$ cat src/rtl/rsa_pkg.sv
// Shared types, codes and defaults of the region sector allocator.
package rsa_pkg;

    localparam int MAX_SECTORS_DEF  = 4096;
    localparam int SECTOR_BYTES_DEF = 4096;
    localparam int SLOT_COUNT       = 1024;
    localparam int SLOT_AW          = 10;
    localparam int COUNT_W          = 8;

    typedef enum logic {
        CMD_LOOKUP = 1'b0,
        CMD_STORE  = 1'b1
    } t_cmd;

    typedef enum logic [2:0] {
        ST_LOOKUP    = 3'd0,
        ST_IN_PLACE  = 3'd1,
        ST_REUSED    = 3'd2,
        ST_GROWN     = 3'd3,
        ST_TOO_LARGE = 3'd4,
        ST_FULL      = 3'd5
    } t_status;

    typedef struct packed {
        logic        command;
        logic [4:0]  slot_x;
        logic [4:0]  slot_z;
        logic [19:0] payload_length;
    } t_req;

    typedef struct packed {
        logic [2:0]  status;
        logic        present;
        logic [11:0] start_sector;
        logic [7:0]  sector_count;
        logic [7:0]  grown_sectors;
    } t_rsp;

    typedef struct packed {
        logic                 cmd;
        logic                 too_large;
        logic [SLOT_AW-1:0]   slot;
        logic [COUNT_W-1:0]   need;
    } t_job;

    typedef enum logic [1:0] {
        F_IDLE,
        F_DIV,
        F_PUSH
    } t_front_state;

    typedef enum logic [3:0] {
        B_CLEAR,
        B_IDLE,
        B_SLOT_RD,
        B_SLOT_EV,
        B_SCAN_RD,
        B_SCAN_EV,
        B_REL_RD,
        B_REL_WR,
        B_MK_RD,
        B_MK_WR,
        B_COMMIT,
        B_EMIT
    } t_back_state;

endpackage

$ cat src/rtl/rsa_queue.sv
// Two-entry request queue between intake and execution.
module rsa_queue (
    input  logic          i_clk,
    input  logic          i_rst_n,
    input  logic          i_push,
    input  rsa_pkg::t_job i_job,
    output logic          o_full,
    output logic          o_valid,
    output rsa_pkg::t_job o_job,
    input  logic          i_pop
);

    rsa_pkg::t_job r_mem [2];
    logic       r_wp;
    logic       r_rp;
    logic [1:0] r_cnt;

    always_ff @(posedge i_clk) begin
        if (!i_rst_n) begin
            r_wp  <= 1'b0;
            r_rp  <= 1'b0;
            r_cnt <= 2'd0;
        end else begin
            if (i_push) begin
                r_wp <= ~r_wp;
            end
            if (i_pop) begin
                r_rp <= ~r_rp;
            end
            r_cnt <= r_cnt + 2'(i_push) - 2'(i_pop);
        end
    end

    always_ff @(posedge i_clk) begin
        if (i_push) begin
            r_mem[r_wp] <= i_job;
        end
    end

    assign o_full  = r_cnt == 2'd2;
    assign o_valid = r_cnt != 2'd0;
    assign o_job   = r_mem[r_rp];

endmodule

$ cat config.mk
export PLATFORM = sky130hd
export DESIGN_NAME = rsa_queue
export DESIGN_NICKNAME = d
export VERILOG_FILES = /design/src/rtl/rsa_pkg.sv /design/src/rtl/rsa_queue.sv
export SDC_FILE = /design/constraint.sdc
export NUM_CORES = 1
export LEC_CHECK = 0
export BUFFER_PORTS_ARGS = -buffer_cell sky130_fd_sc_hd__buf_2
export CORE_ASPECT_RATIO = 1.75
export CORE_MARGIN = 3
export CORE_UTILIZATION = 25
export CTS_BUF_LIST = sky130_fd_sc_hd__clkbuf_8
export DETAILED_ROUTE_END_ITERATION = 8
export PLACE_DENSITY = 0.45
export SYNTH_ARGS = -nofsm -noshare
export SYNTH_HDL_FRONTEND = slang
export SYNTH_SLANG_ARGS = --single-unit
$ cat constraint.sdc
create_clock -name i_clk -period 2.1 [get_ports i_clk]
set_clock_uncertainty 0.2 [all_clocks]
set_input_delay 0.21 -clock i_clk [delete_from_list [all_inputs] [get_ports i_clk]]
set_output_delay 0.21 -clock i_clk [all_outputs]
set_load 0.01 [all_outputs]
Word-level counts from Yosys, hierarchy flattened. Memories as Yosys holds them, arrays and structs flattened. A register that Yosys moved wholly into a read port is not among the register bits. Cells that the tools add are included. W data, S select, Z words.

Bits in writable memories: 40. Output and inout bits: 22. Latch bits: 0. Register bits after elaboration: 4. Logic and storage cells: 14. Bits in read-only memories: 0. Memories kept: 1. Input port bits: 24.

Memory list: r_mem (words 2, bits a word 20, rd ports 1, clocked after memory_dff 1, write ports 1, RTL line rsa_queue.sv:13) `rsa_pkg::t_job r_mem [2];`.

Multiply operators: 0. Bitwise logic cells: 2. Multiplexer cells: 4. Reduce and logical (&&, ||, !) cells: 1. Add/sub/neg operators: 2. Order comparisons: 0. Divide/modulo/power cells: 0. Shift-type cells: 0. Eq/ne operators: 1.

Operators by type and width (number): $mux W1 (4); $add A2 B1 Y2 (1); $eq A2 B2 Y1 const B (1); $not A1 Y1 (2); $reduce_bool A2 Y1 (1); $sub A2 B1 Y2 (1).

Longest topological paths before layout. Gate-level depths: netlist (run 1).

Depth in word-level cells: 3. Gate-level depth with buffers: 6.

Worst setup path before layout (run 1). No wires, ideal clock.

Path type: flip-flop to flip-flop. Start: reg r_wp. End: mem r_mem[0][0] (netlist name) (enable). Data required time: 1.500 ns. Data arrival time: 1.253 ns. Period minus slack after synthesis: 1.853 ns. Setup slack: 0.247 ns. Cell stages (with the launch flop): 2. Path buffers: 0. Library setup time: 0.400 ns. Cell sequence: dfxtp_1 > nor2b_1.

RTL lines: start: declaration (RTL line rsa_queue.sv:14) `logic r_wp;`; start signal: assignment (RTL line rsa_queue.sv:25) `r_wp <= ~r_wp;`; end: declaration (RTL line rsa_queue.sv:13).

No word-level cell before the write port.

==> results.ini, run 1 <==
[critical_path]
rr_worst_depth=2
crit_fanout=8
crit_arrival_ps=1560
rr_endpoint=r_mem[1][14]
rr_startpoint=r_wp
r2r_slack_ps=580
path_class=register to output port
critPathLaunchType=register
crit_path_end_kind=output port
worst_ep_required_time_ps=1690

[sta]
hold_viol=0
finalCritPeriodShare=0.937
setup-violations-final=0
max_clock_freq_ghz=0.508
setup_ws_ps=133
drv_slew=0
slew_headroom=0.679
finalCriticalPeriod_ps=1970
rsz0062_at_grt=no
worst_slew_pin_slew_ps=480
holdWs_ps=80.2
final.setup.tns_ps=0

[power_and_ir_drop]
peakVddDrop_v=0.000405
power_density_nw_per_um2=780
power_frac_seq=0.583
power_switching_share=0.224
combPwrFrac=0.146
p_int_mw=1.40
fin_total_pwr_mw=1.81
switching_power_uw=405
power.leakage_nw=0.898
clockPowerShare=0.271

[cells_and_area]
diodes=0
syn2layout_area_growth_pct=38.8
layout.nets=184
post-route-util=0.366
layout-drive-gt1-share=0.352

[hold_path]
hp-class=input port to register
holdPathStages=3
hold_path.startpoint=i_pop

[route]
avgRoutedWirePerCell_um=13.1
wl_um=3140
dr.pass1.iters=3
route.detailed.drc=0
postRouteAntennaNets=0
dr_total_vias=965
routed_via_density=4.04
drt_iter0_markers=9

[grt]
grt_util_all_layers=0.0887
grt_pass1_vias=1049
grt-ovfl-total=0
antenna_found_initial=0
grt_pass1_wl_um=4870
grt_max_degree=15

[clock_tree]
clkTransAtPathRegs_ps=80
tritoncts=built
insertion_delay_ps=290
cts_buffers=5
cts_htree_levels=2
clock_sinks=45
post-cts-setup-buffer-count=0
clk_path_buf_depth=2
cts_root_buf=clkbuf_8

[synthesis]
synth_seq_cells=45
syn-num-nets=109
yosysWarnings=0
syn_area_sq_um=1670
ys_seq_area_frac=0.780
ys_types=12
syn_avg_cell_area_sq_um=20.1
syn_inst=83

[placement]
io_buffers=45
dp_hpwl_um=2260
dp_worst_setup_slack_ps=393
gp_congestion=0.599

[floorplan]
ioPinCount=46
rows=38
die_height_um=114
core_area_sq_um=6320
dieWidth_um=67.8
start_util=0.264
dieArea_sq_um=7730

[status]
status=finished clean

[run]
maxCapViolCount=0

==> flip-flops by register name (all words and copies together) (netlist names), named ones only <==
| signal | cells |
|---|---|
| r_cnt | 2 |
| r_mem | 40 |
| r_rp | 1 |
| r_wp | 1 |
==> logic make-up after synthesis <==
kind of cell	Yosys count	share of synthesized area
flops	45	0.780
simple gates	9	0.0337
fa+ha+maj	2	0.0150
mux	20	0.135
compound gates	1	0.00450
xor+xnor	2	0.0187
buf+inv	4	0.0135
==> per-layer routing <==
metal,track usage,share of wire,vias to the layer above
li1,-,-,460
met3,0.0255,0.049,6
met1,0.0844,0.35,474
met2,0.164,0.58,25
met5,0,0,-
met4,0.0447,0.023,0
==> cell type report <==
type	count	area (sq um)
clock buffers	5	68.8
clock inverters	3	12.5
fillers	609	4010
inverters	2	7.51
multi-input cells	34	348
flip-flops and latches	45	1300
well taps	80	100
repair buffers	70	478
==> worst max path at each step <==
stage,from,end,slack [ps],cells after the start
detailed placement,register,o_job[8],390,3
floorplan,r_wp,r_mem[0][0],250,1
global placement,register,o_job[8],430,3
global route,register,o_job[8],40,3
CTS,register,o_job[8],60,3
finish,register,o_job[8],130,3
==> worst max-delay path, cell delays in order, from the launching register on <==
cell,delay (ps)
dfxtp_1,530
buf_4,240
mux2_1,340
buf_2,150
==> synthesized netlist by cell type (all sizes together) <==
cell | number | share of area
xor2 | 1 | 0.0052
xnor3 | 1 | 0.013
dfxtp | 5 | 0.060
inv | 2 | 0.0045
buf | 2 | 0.0090
and2 | 4 | 0.015
nor2b | 4 | 0.015
o21a | 1 | 0.0045
mux2 | 20 | 0.13
ha | 2 | 0.015
edfxtp | 40 | 0.72
or2 | 1 | 0.0038
==> power by group through the flow <==
stage / Sequential (mW) / Combinational [mW] / Clock [mW]
finish: 1.05 / 0.263 / 0.489
global route: 1.06 / 0.291 / 0.565
CTS: 1.05 / 0.273 / 0.521
detailed placement: 1.08 / 0.241 / 0
global placement: 1.07 / 0.236 / 0
floorplan: 1.06 / 0.138 / 0
==> repair_timing <==
| item | in CTS | in global routing |
|---|---|---|
| hold buffers | 21 | 0 |
| gates resized for setup | 0 | 0 |
| hold endpoints to repair | 45 | 0 |
==> stage by stage <==
step | area, sq um | cells
6_report | 2320 | 239
5_1_grt | 2320 | 239
4_1_cts | 2320 | 239
3_5_place_dp | 2020 | 210
3_3_place_gp | 2020 | 210
2_1_floorplan | 1670 | 83
==> placed cells by master, fill, tap and decap left out, types with 2 or more instances in the layout <==
cell	count
and2_1	4
buf_2	45
buf_4	3
clkbuf_8	5
clkinv_1	2
dfxtp_1	5
dlygate4sd3_1	21
edfxtp_1	40
ha_1	2
inv_1	2
mux2_1	20
nor2b_1	3
Power figures use the tool's default switching activity.
==> run 2, diff against run 1 <==
--- a/config.mk
+++ b/config.mk
@@ -7,7 +7,6 @@
 export LEC_CHECK = 0
 export BUFFER_PORTS_ARGS = -buffer_cell sky130_fd_sc_hd__buf_2
 export CORE_ASPECT_RATIO = 1.75
-export CORE_MARGIN = 3
 export CORE_UTILIZATION = 25
 export CTS_BUF_LIST = sky130_fd_sc_hd__clkbuf_8
 export DETAILED_ROUTE_END_ITERATION = 8
==> run 2 against run 1 <==
Die area decreased by 9.2%. First-iteration DRC count increased to 3.1 times the previous value. Highest routed layer unchanged. Via count decreased by 3.4%. Clock-buffer cell count unchanged.
==> results.ini, run 2 (same netlist as run 1, synthesis figures left out) <==
[critical_path]
path_class=register to output port
crit_path_end_kind=output port
worst_ep_required_time_ps=1690
rr_startpoint=r_cnt[0]
critPathLaunchType=register
crit_arrival_ps=1320
crit_fanout=12

[sta]
drv_slew=0
hold_viol=0
setup-violations-final=0
finalCritPeriodShare=0.825
max_clock_freq_ghz=0.577
slew_headroom=0.777
finalCriticalPeriod_ps=1730
rsz0062_at_grt=no
final.setup.tns_ps=0
setup_ws_ps=367
worst_slew_pin_slew_ps=332

[cells_and_area]
diodes=0
layout.nets=184
layout_common_cells=45 x buf_2, 40 x edfxtp_1, 21 x dlygate4sd3_1, 20 x mux2_1
top_register=r_mem
reg_top3=r_mem: 40 flops, r_cnt: 2 flops
nFillCells=625
syn2layout_area_growth_pct=40.9
layout_commonest_cell=buf_2
largest_register_ffs=40
layout-drive-gt1-share=0.365
post-route-util=0.362

[floorplan]
rows=39
ioPinCount=46
dieArea_sq_um=7020
dieWidth_um=63.8
core_area_sq_um=6490
start_util=0.257
die_height_um=110

[hold_path]
hold_path.startpoint=i_push
hp-class=input port to register

[placement]
dp_hpwl_um=2020
io_buffers=45
gp_congestion=0.631
dp_worst_setup_slack_ps=658

[grt]
grt_util_all_layers=0.0908
antenna_found_initial=0
grt-ovfl-total=0
grt_pass1_vias=999
grt_max_degree=18
grt_pass1_wl_um=4460

[power_and_ir_drop]
power_density_nw_per_um2=831
peakVddDrop_v=0.000644
power.leakage_nw=0.910
fin_total_pwr_mw=1.96

[clock_tree]
clock_sinks=45
clk_path_buf_depth=2
cts_root_buf=clkbuf_8
cts_buffers=5
insertion_delay_ps=290
clkTransAtPathRegs_ps=80
tritoncts=built
cts_resized=0
cts_htree_levels=2

[route]
avgRoutedWirePerCell_um=12.0
dr.pass1.iters=3
route.detailed.drc=0
routed_via_density=3.87
wl_um=2890
drt_iter0_markers=28
postRouteAntennaNets=0
dr_total_vias=932

[status]
status=finished clean

[run]
maxCapViolCount=0

==> run 2: timing repair <==
action	CTS	global route
setup buffers	0	0
hold endpoints to repair	45	0
endpoints found under the setup margin	0	0
hold buffers	21	0
==> run 2: worst paths after layout <==
path              cells after the start  endpoint  slack, ps
setup / recovery                      3  o_job[1]        370
hold / removal                        3      r_wp         80
setup reg to reg                      6  r_cnt[1]        680
hold reg to reg                       2  register        410
==> run 2: per-layer routing <==
metal  share of wire  global-route usage  up-vias
met5               0                   0        -
met2            0.57               0.176       32
met4           0.024              0.0487        0
met1            0.36              0.0865      433
li1                -                   -      462
met3           0.042              0.0216        5
==> run 2: final cells by class <==
| cell class | instances | area, sq um | share of cell area |
|---|---|---|---|
| timing repair buffer | 70 | 478 | 0.203 |
| clock buffer | 5 | 68.8 | 0.0293 |
| inverter | 2 | 7.51 | 0.00319 |
| sequential | 45 | 1300 | 0.553 |
| multi-input combinational | 34 | 348 | 0.148 |
| tap | 82 | 103 | 0.0436 |
| clock inverter | 3 | 46.3 | 0.0197 |
==> run 2: report_power, final <==
group | internal (mW) | switching [mW] | leakage, nW
clock | 0.356 | 0.284 | 0.0543
combinational | 0.146 | 0.120 | 0.438
sequential | 1.03 | 0.0177 | 0.417
==> run 2: worst max-delay path, cell delays in order (launching register included) <==
cell	delay [ps]
dfxtp_1	330
buf_4	210
mux2_1	350
buf_2	150
==> run 2: metrics by stage <==
step	instance area, sq um	hold slack [ps]	std cells
after floorplan	1670	109	83
after global placement	2030	196	212
after detailed placement	2030	201	212
after CTS	2350	71.0	241
after global routing	2350	87.0	241
final	2350	78.2	241
