<file path="src/rtl/rsa_pkg.sv">
// Shared types, codes and defaults of the region sector allocator.
package rsa_pkg;

    localparam int MAX_SECTORS_DEF  = 4096;
    localparam int SECTOR_BYTES_DEF = 4096;
    localparam int SLOT_COUNT       = 1024;
    localparam int SLOT_AW          = 10;
    localparam int COUNT_W          = 8;

    typedef enum logic {
        CMD_LOOKUP = 1'b0,
        CMD_STORE  = 1'b1
    } t_cmd;

    typedef enum logic [2:0] {
        ST_LOOKUP    = 3'd0,
        ST_IN_PLACE  = 3'd1,
        ST_REUSED    = 3'd2,
        ST_GROWN     = 3'd3,
        ST_TOO_LARGE = 3'd4,
        ST_FULL      = 3'd5
    } t_status;

    typedef struct packed {
        logic        command;
        logic [4:0]  slot_x;
        logic [4:0]  slot_z;
        logic [19:0] payload_length;
    } t_req;

    typedef struct packed {
        logic [2:0]  status;
        logic        present;
        logic [11:0] start_sector;
        logic [7:0]  sector_count;
        logic [7:0]  grown_sectors;
    } t_rsp;

    typedef struct packed {
        logic                 cmd;
        logic                 too_large;
        logic [SLOT_AW-1:0]   slot;
        logic [COUNT_W-1:0]   need;
    } t_job;

    typedef enum logic [1:0] {
        F_IDLE,
        F_DIV,
        F_PUSH
    } t_front_state;

    typedef enum logic [3:0] {
        B_CLEAR,
        B_IDLE,
        B_SLOT_RD,
        B_SLOT_EV,
        B_SCAN_RD,
        B_SCAN_EV,
        B_REL_RD,
        B_REL_WR,
        B_MK_RD,
        B_MK_WR,
        B_COMMIT,
        B_EMIT
    } t_back_state;

endpackage

</file>
<file path="src/rtl/rsa_front.sv">
// Request intake: slot index, sector need by reciprocal multiplication, size check.
module rsa_front #(
    parameter int SECTOR_BYTES = rsa_pkg::SECTOR_BYTES_DEF
) (
    input  logic          i_clk,
    input  logic          i_rst_n,
    input  logic          i_req_valid,
    input  rsa_pkg::t_req i_req,
    output logic          o_req_stall,
    input  logic          i_clearing,
    input  logic          i_q_full,
    output logic          o_push,
    output rsa_pkg::t_job o_job
);

    localparam logic [31:0] LIMIT = 32'(255 * SECTOR_BYTES);
    localparam int          SB_L  = $clog2(SECTOR_BYTES);
    localparam int          RSH   = 21 + SB_L;
    localparam logic [22:0] RECIP = 23'(((64'd1 << RSH) + 64'(SECTOR_BYTES) - 64'd1)
                                        / 64'(SECTOR_BYTES));

    rsa_pkg::t_front_state r_state, n_state;
    logic [20:0] r_rem;
    logic [7:0]  r_quot;
    logic        r_cmd;
    logic        r_too_large;
    logic [9:0]  r_slot;
    logic [20:0] len_adj;
    logic [63:0] prod;
    logic        take;

    assign len_adj = 21'(i_req.payload_length) + 21'd5;
    assign prod    = 64'(r_rem) * 64'(RECIP);
    assign take    = i_req_valid && !o_req_stall;

    always_ff @(posedge i_clk) begin
        if (!i_rst_n) begin
            r_state <= rsa_pkg::F_IDLE;
        end else begin
            r_state <= n_state;
        end
    end

    always_comb begin
        n_state = r_state;
        case (r_state)
            rsa_pkg::F_IDLE: begin
                if (take) begin
                    if (i_req.command == rsa_pkg::CMD_STORE
                        && !(32'(len_adj) >= LIMIT)) begin
                        n_state = rsa_pkg::F_DIV;
                    end else begin
                        n_state = rsa_pkg::F_PUSH;
                    end
                end
            end
            rsa_pkg::F_DIV: n_state = rsa_pkg::F_PUSH;
            rsa_pkg::F_PUSH: begin
                if (!i_q_full) begin
                    n_state = rsa_pkg::F_IDLE;
                end
            end
            default: n_state = rsa_pkg::F_IDLE;
        endcase
    end

    always_comb begin
        o_req_stall = i_clearing || (r_state != rsa_pkg::F_IDLE);
        o_push      = (r_state == rsa_pkg::F_PUSH) && !i_q_full;
    end

    always_ff @(posedge i_clk) begin
        if (r_state == rsa_pkg::F_IDLE && take) begin
            r_cmd       <= i_req.command;
            r_slot      <= {i_req.slot_z, i_req.slot_x};
            r_rem       <= len_adj;
            r_quot      <= '0;
            r_too_large <= 32'(len_adj) >= LIMIT;
        end else if (r_state == rsa_pkg::F_DIV) begin
            r_quot <= prod[RSH +: 8];
        end
    end

    always_comb begin
        o_job.cmd       = r_cmd;
        o_job.too_large = r_too_large;
        o_job.slot      = r_slot;
        o_job.need      = r_quot + 8'd1;
    end

endmodule

</file>
<file path="config.mk">
export PLATFORM = sky130hd
export DESIGN_NAME = rsa_front
export DESIGN_NICKNAME = d
export VERILOG_FILES = /design/src/rtl/rsa_pkg.sv /design/src/rtl/rsa_front.sv
export SDC_FILE = /design/constraint.sdc
export NUM_CORES = 1
export LEC_CHECK = 0
export ABC_AREA = 1
export BUFFER_PORTS_ARGS = -buffer_cell sky130_fd_sc_hd__buf_2
export CAP_MARGIN = 20
export CELL_PAD_IN_SITES_DETAIL_PLACEMENT = 1
export CELL_PAD_IN_SITES_GLOBAL_PLACEMENT = 1
export CORE_UTILIZATION = 37
export CTS_CLUSTER_DIAMETER = 100
export DETAILED_ROUTE_END_ITERATION = 7
export PLACE_DENSITY = 0.95
export SKIP_CTS_REPAIR_TIMING = 1
export SYNTH_ARGS = -nofsm -noshare
export SYNTH_HDL_FRONTEND = slang
export SYNTH_SLANG_ARGS = --single-unit
</file>
<file path="constraint.sdc">
create_clock -name i_clk -period 4.2 [get_ports i_clk]
set_clock_uncertainty 0.2 [all_clocks]
set_input_delay 0.42 -clock i_clk [delete_from_list [all_inputs] [get_ports i_clk]]
set_output_delay 0.42 -clock i_clk [all_outputs]
set_load 0.03 [all_outputs]
</file>
## Yosys cells after proc, flatten, opt, wreduce, memory -nomap -nowiden

Index checks and enable logic that the tools add are counted.

- Bits of input ports: 36
- Register bits: 42
- Output and inout port bits: 22
- Bits in latches: 0
- Memories kept: 0
- Memory bits (read-only): 0
- Bits in writable memories: 0

- Equality and inequality tests: 4
- Order comparisons: 1
- Bitwise gates (word level): 0
- Reductions and logical operators: 11
- Add/subtract/negate cells: 2
- Muxes and demuxes: 4
- Multiply operators: 0
- Shifts and indexed selects: 0
- Divide/modulo/power cells: 0

Operators with widths:

| cell | count |
|---|---|
| 20-bit by 3-bit adder with 21-bit output (second input constant) | 1 |
| 21-bit by 20-bit greater-or-equal comparator with 1-bit output (second input constant) | 1 |
| 8-bit by 1-bit adder with 8-bit output (second input constant) | 1 |
| 2-bit two-way mux | 3 |
| 2-bit one-hot mux with 3 select lines | 1 |
| 1-bit logical AND | 4 |
| 2-bit inequality test (second input constant) | 2 |
| 1-bit logical NOT | 3 |
| 2-bit by 1-bit == test with 1-bit output (second input constant) | 1 |
| 2-bit == test (second input constant) | 1 |
| 2-bit logical NOT | 1 |
| 2-bit AND reduction | 1 |
| 2-bit nonzero test | 1 |
| 1-bit logical OR | 1 |

## Logic depth before layout (Yosys ltp)

- Depth after elaboration: 7
- Gate-level depth with buffers: 13

## Worst setup path before layout

No wires, ideal clock.

- Path kind: flip-flop to output port
- Start point: register r_quot[0]
- End point: output port o_job[6] (netlist bit)
- Arrival: 1.238 ns
- Data required time: 3.580 ns
- Slack: 2.342 ns
- Stages on the path, launching flop included: 6
- Path through: dfxtp_1 > ha_1 > nand2_1 > inv_1 > nand4_1 > xnor2_1

RTL lines:

| item | RTL line | source |
|---|---|---|
| start: declaration | rsa_front.sv:24 | `logic [7:0] r_quot;` |
| start signal: assignment | rsa_front.sv:80 | `r_quot <= prod[RSH +: 8];` |
| end: declaration | rsa_front.sv:13 | `output rsa_pkg::t_job o_job` |

==> qor.yml <==
outcome:
  outcome: "finished, final reports clean"
yosys:
  mappedNetlistNets: 245
  synthesis.yosys.warnings: 0
  netlist-cell-type-count: 19
  synth_top_area_share_pct: 37.85
  netlist_top_cells_area: "sky130_fd_sc_hd__edfxtp_1 (38%), sky130_fd_sc_hd__nand2_1 (19%), sky130_fd_sc_hd__dfxtp_1 (13%)"
  yosysTopAreaCell: "sky130_fd_sc_hd__edfxtp_1"
  syn_avg_cell_area_um2: 7.628
  synth_commonest_cells: "sky130_fd_sc_hd__nand2_1 (80), sky130_fd_sc_hd__inv_1 (34), sky130_fd_sc_hd__edfxtp_1 (20), sky130_fd_sc_hd__nor2_1 (20)"
  synth_seq_area_share_pct: 50.47
  fraction_of_registers_with_async_set_or_reset_after_synthesis_pct: 0
  ys.flop_type: "sky130_fd_sc_hd__edfxtp_1"
  syn_area_um2: 1587
  synth-edff-count: 20
  synth-seq-cells: 30
  post_synth_inst_count: 208
  count_leader_synth: "sky130_fd_sc_hd__nand2_1"
global_routing:
  grtUsageTotal_pct: 18.15
  grt_antenna_before_repair: 0
  grt_pass1_wl_um: 6003
  grt_max_degree: 22
  grt-ovfl-total: 0
  first_global_vias: 1403
clocking:
  cts_inserted_buffers: 5
  cts.reportedPaths.clkPinSlew_ps: 50
  worstSkewPairLatency_ps: 270
  cts.htree.levels: 2
  cts-root-to-sink-buffers: 2
  tritoncts_clock_tree: "done"
  clock-sinks: 30
  root_buffer: "sky130_fd_sc_hd__clkbuf_8"
floorplan:
  row_cnt: 23
  initial_utilization_pct: 39.10
  boundaryPins: 58
  placeableCoreArea_um2: 4058
  die-area_um2: 4554
  floorplan.die.width_um: 67.48
  vert_die_dim_um: 67.48
setup_path:
  slowest_delay_ps: 380
  kind_of_cell_adding_the_most_delay_to_the_critical_path: "simple AND/OR/NAND/NOR gates"
  critical_path_peak_fanout: 4
  cp_num_buf_inv: 1
  crit_path_end_kind: "output port"
  worstPathCellList: "nand3_1 > nor2_1 > nand3_1 > xnor2_1 > buf_2"
  critical_path_at_ps: 1460
  critPathSlowestCell: "sky130_fd_sc_hd__dfxtp_1"
  path_class: "flop to output port"
  crit_required_ps: 3580
  critical_path.startpoint_type: "flop"
  critical_path.most_common_cell: "sky130_fd_sc_hd__nand3_1"
min_path:
  timing.hold.worst.class: "input port to flop"
power:
  cellPowerDensity_nw_per_um2: 334.1
  comb_power_share_pct: 15.8
  net-switching-power_w: 0.0001749
  worst_ir_drop_vdd_uv: 132.1
  p_leak_nw: 1.043
  clkPwrFrac_pct: 33.4
  share_seq_of_total_power_pct: 50.9
  power.share.switching_pct: 26.10
  intPower_w: 0.0004952
final_layout:
  drive_above_1_share_pct: 28.15
  insertedDiodeCount: 0
  fin_nets: 306
  fillCellCount: 544
  syn_to_final_growth_pct: 26.42
drt:
  remaining_antenna_violation_count_after_routing: 0
  avgRoutedWirePerCell_um: 11.82
  drt_pass1_iterations: 4
  drt-total-wl_um: 3783
  detail_route.vias_per_cell: 4.603
  drcViolationCount: 0
  num_vias: 1473
  drt_iter0_drc: 59
timing:
  drv_slew: 0
  timing_worst_slew_pin_value_ps: 724.4
  hold_viol_final: 0
  rsz0062_at_grt: "false"
  post-route-period-util_pct: 49.64
  tns_ps: 0
  fin_worst_hold_slack_ps: 120.7
  clock.fmax_mhz: 479.6
  finalWorstPathRequiredPeriod_ps: 2085
  setup-violations-final: 0
  timing.max_slew.rel_slack_pct: 51.66
placement:
  globalplace.congestion: 0.8091
  io_buffers: 57
  hpwl_um: 3122
job:
  cap_viol_max_count: 0
==> layout make-up <==
| class | count | area, µm² | area share (%) |
|---|---|---|---|
| Clock buffer | 6 | 82.58 | 4.117 |
| Clock inverter | 2 | 7.507 | 0.3743 |
| Inverter | 34 | 127.6 | 6.363 |
| Multi-Input combinational cell | 141 | 639.4 | 31.88 |
| Sequential cell | 30 | 800.8 | 39.93 |
| Tap cell | 50 | 62.56 | 3.119 |
| Timing Repair Buffer | 57 | 285.3 | 14.22 |
==> layout by cell type (no fill, tap or decap) <==
master                     synthesis  routed
sky130_fd_sc_hd__buf_2             0      57
sky130_fd_sc_hd__clkbuf_8          0       6
sky130_fd_sc_hd__clkinv_1          0       2
sky130_fd_sc_hd__dfxtp_1          10      10
sky130_fd_sc_hd__edfxtp_1         20      20
sky130_fd_sc_hd__ha_1              1       1
sky130_fd_sc_hd__inv_1            34      34
sky130_fd_sc_hd__nand2_1          80      80
sky130_fd_sc_hd__nand2_2           4       4
sky130_fd_sc_hd__nand3_1          10      10
sky130_fd_sc_hd__nand3_2           1       1
sky130_fd_sc_hd__nand3b_1          2       2
sky130_fd_sc_hd__nand4_1           2       2
sky130_fd_sc_hd__nor2_1           20      20
sky130_fd_sc_hd__nor2_2            7       7
sky130_fd_sc_hd__nor2_4            1       1
sky130_fd_sc_hd__nor3_1            1       1
sky130_fd_sc_hd__o21ai_0           7       7
sky130_fd_sc_hd__xnor2_1           2       2
sky130_fd_sc_hd__xor2_1            3       3
==> sequential cells by signal, indices dropped and copies added (netlist names) <==
name / flops
r_quot: 8
r_state: 2
r_cmd: 1
r_rem: 8
r_slot: 10
r_too_large: 1
==> worst register-to-register path, stage by stage (launching register included) <==
cell	delay [ps]
sky130_fd_sc_hd__dfxtp_1	320
sky130_fd_sc_hd__nor2_1	160
sky130_fd_sc_hd__nand3_1	280
sky130_fd_sc_hd__inv_1	640
sky130_fd_sc_hd__nand2_1	150
sky130_fd_sc_hd__inv_1	90
sky130_fd_sc_hd__nand2_1	50
sky130_fd_sc_hd__nand2_1	50
==> path summary, 6_finish.rpt <==
check	start	depth (start not counted)	slack, ps	end
setup reg to reg	r_state[1]	7	2230	r_state[1]
hold reg to reg	r_rem[19]	4	330	r_quot[7]
hold / removal	i_req[29]	1	120	r_slot[4]
setup / recovery	r_quot[2]	5	2120	o_job[7]
==> kinds of logic after synthesis <==
| kind of cell | share of synthesized area [%] |
|---|---|
| xor gates and xnor gates | 2.761 |
| and+or+nand+nor | 34.54 |
| DFF | 50.47 |
| adders and majority gates | 0.7885 |
| buffers and inverters | 9.226 |
| AOI/OAI and AO/OA | 2.208 |
==> routing by layer <==
layer / vias to the layer above / global-route usage, % / wire length, µm
met5: - / 0 / 0
met4: 0 / 6.383 / 65
met3: 6 / 3.041 / 133
met2: 37 / 36.26 / 2125
met1: 674 / 18.35 / 1459
li1: 756 / - / -
==> metrics by stage <==
step	utilization, %	worst slack [ps]	power (W)	cell area, µm²	instances
6_report	49.43	2115	0.0006701	2006	320
5_1_grt	49.43	1990	0.0006996	2006	320
4_1_cts	49.43	2089	0.0006765	2006	320
3_5_place_dp	47.21	2103	0.0004537	1916	312
3_3_place_gp	47.21	2162	0.0004473	1916	312
2_1_floorplan	-	2342	0.0004109	1587	208
==> power by group through the flow <==
stage	Sequential, W	Clock, W	Combinational [W]
after floorplan	0.000353	0	0.0000575
after global placement	0.000345	0	0.000102
after detailed placement	0.000347	0	0.000107
after CTS	0.000341	0.000228	0.000108
after global routing	0.000343	0.000239	0.000118
final	0.000341	0.000224	0.000106
No activity file was read; power rests on OpenSTA's default activity.
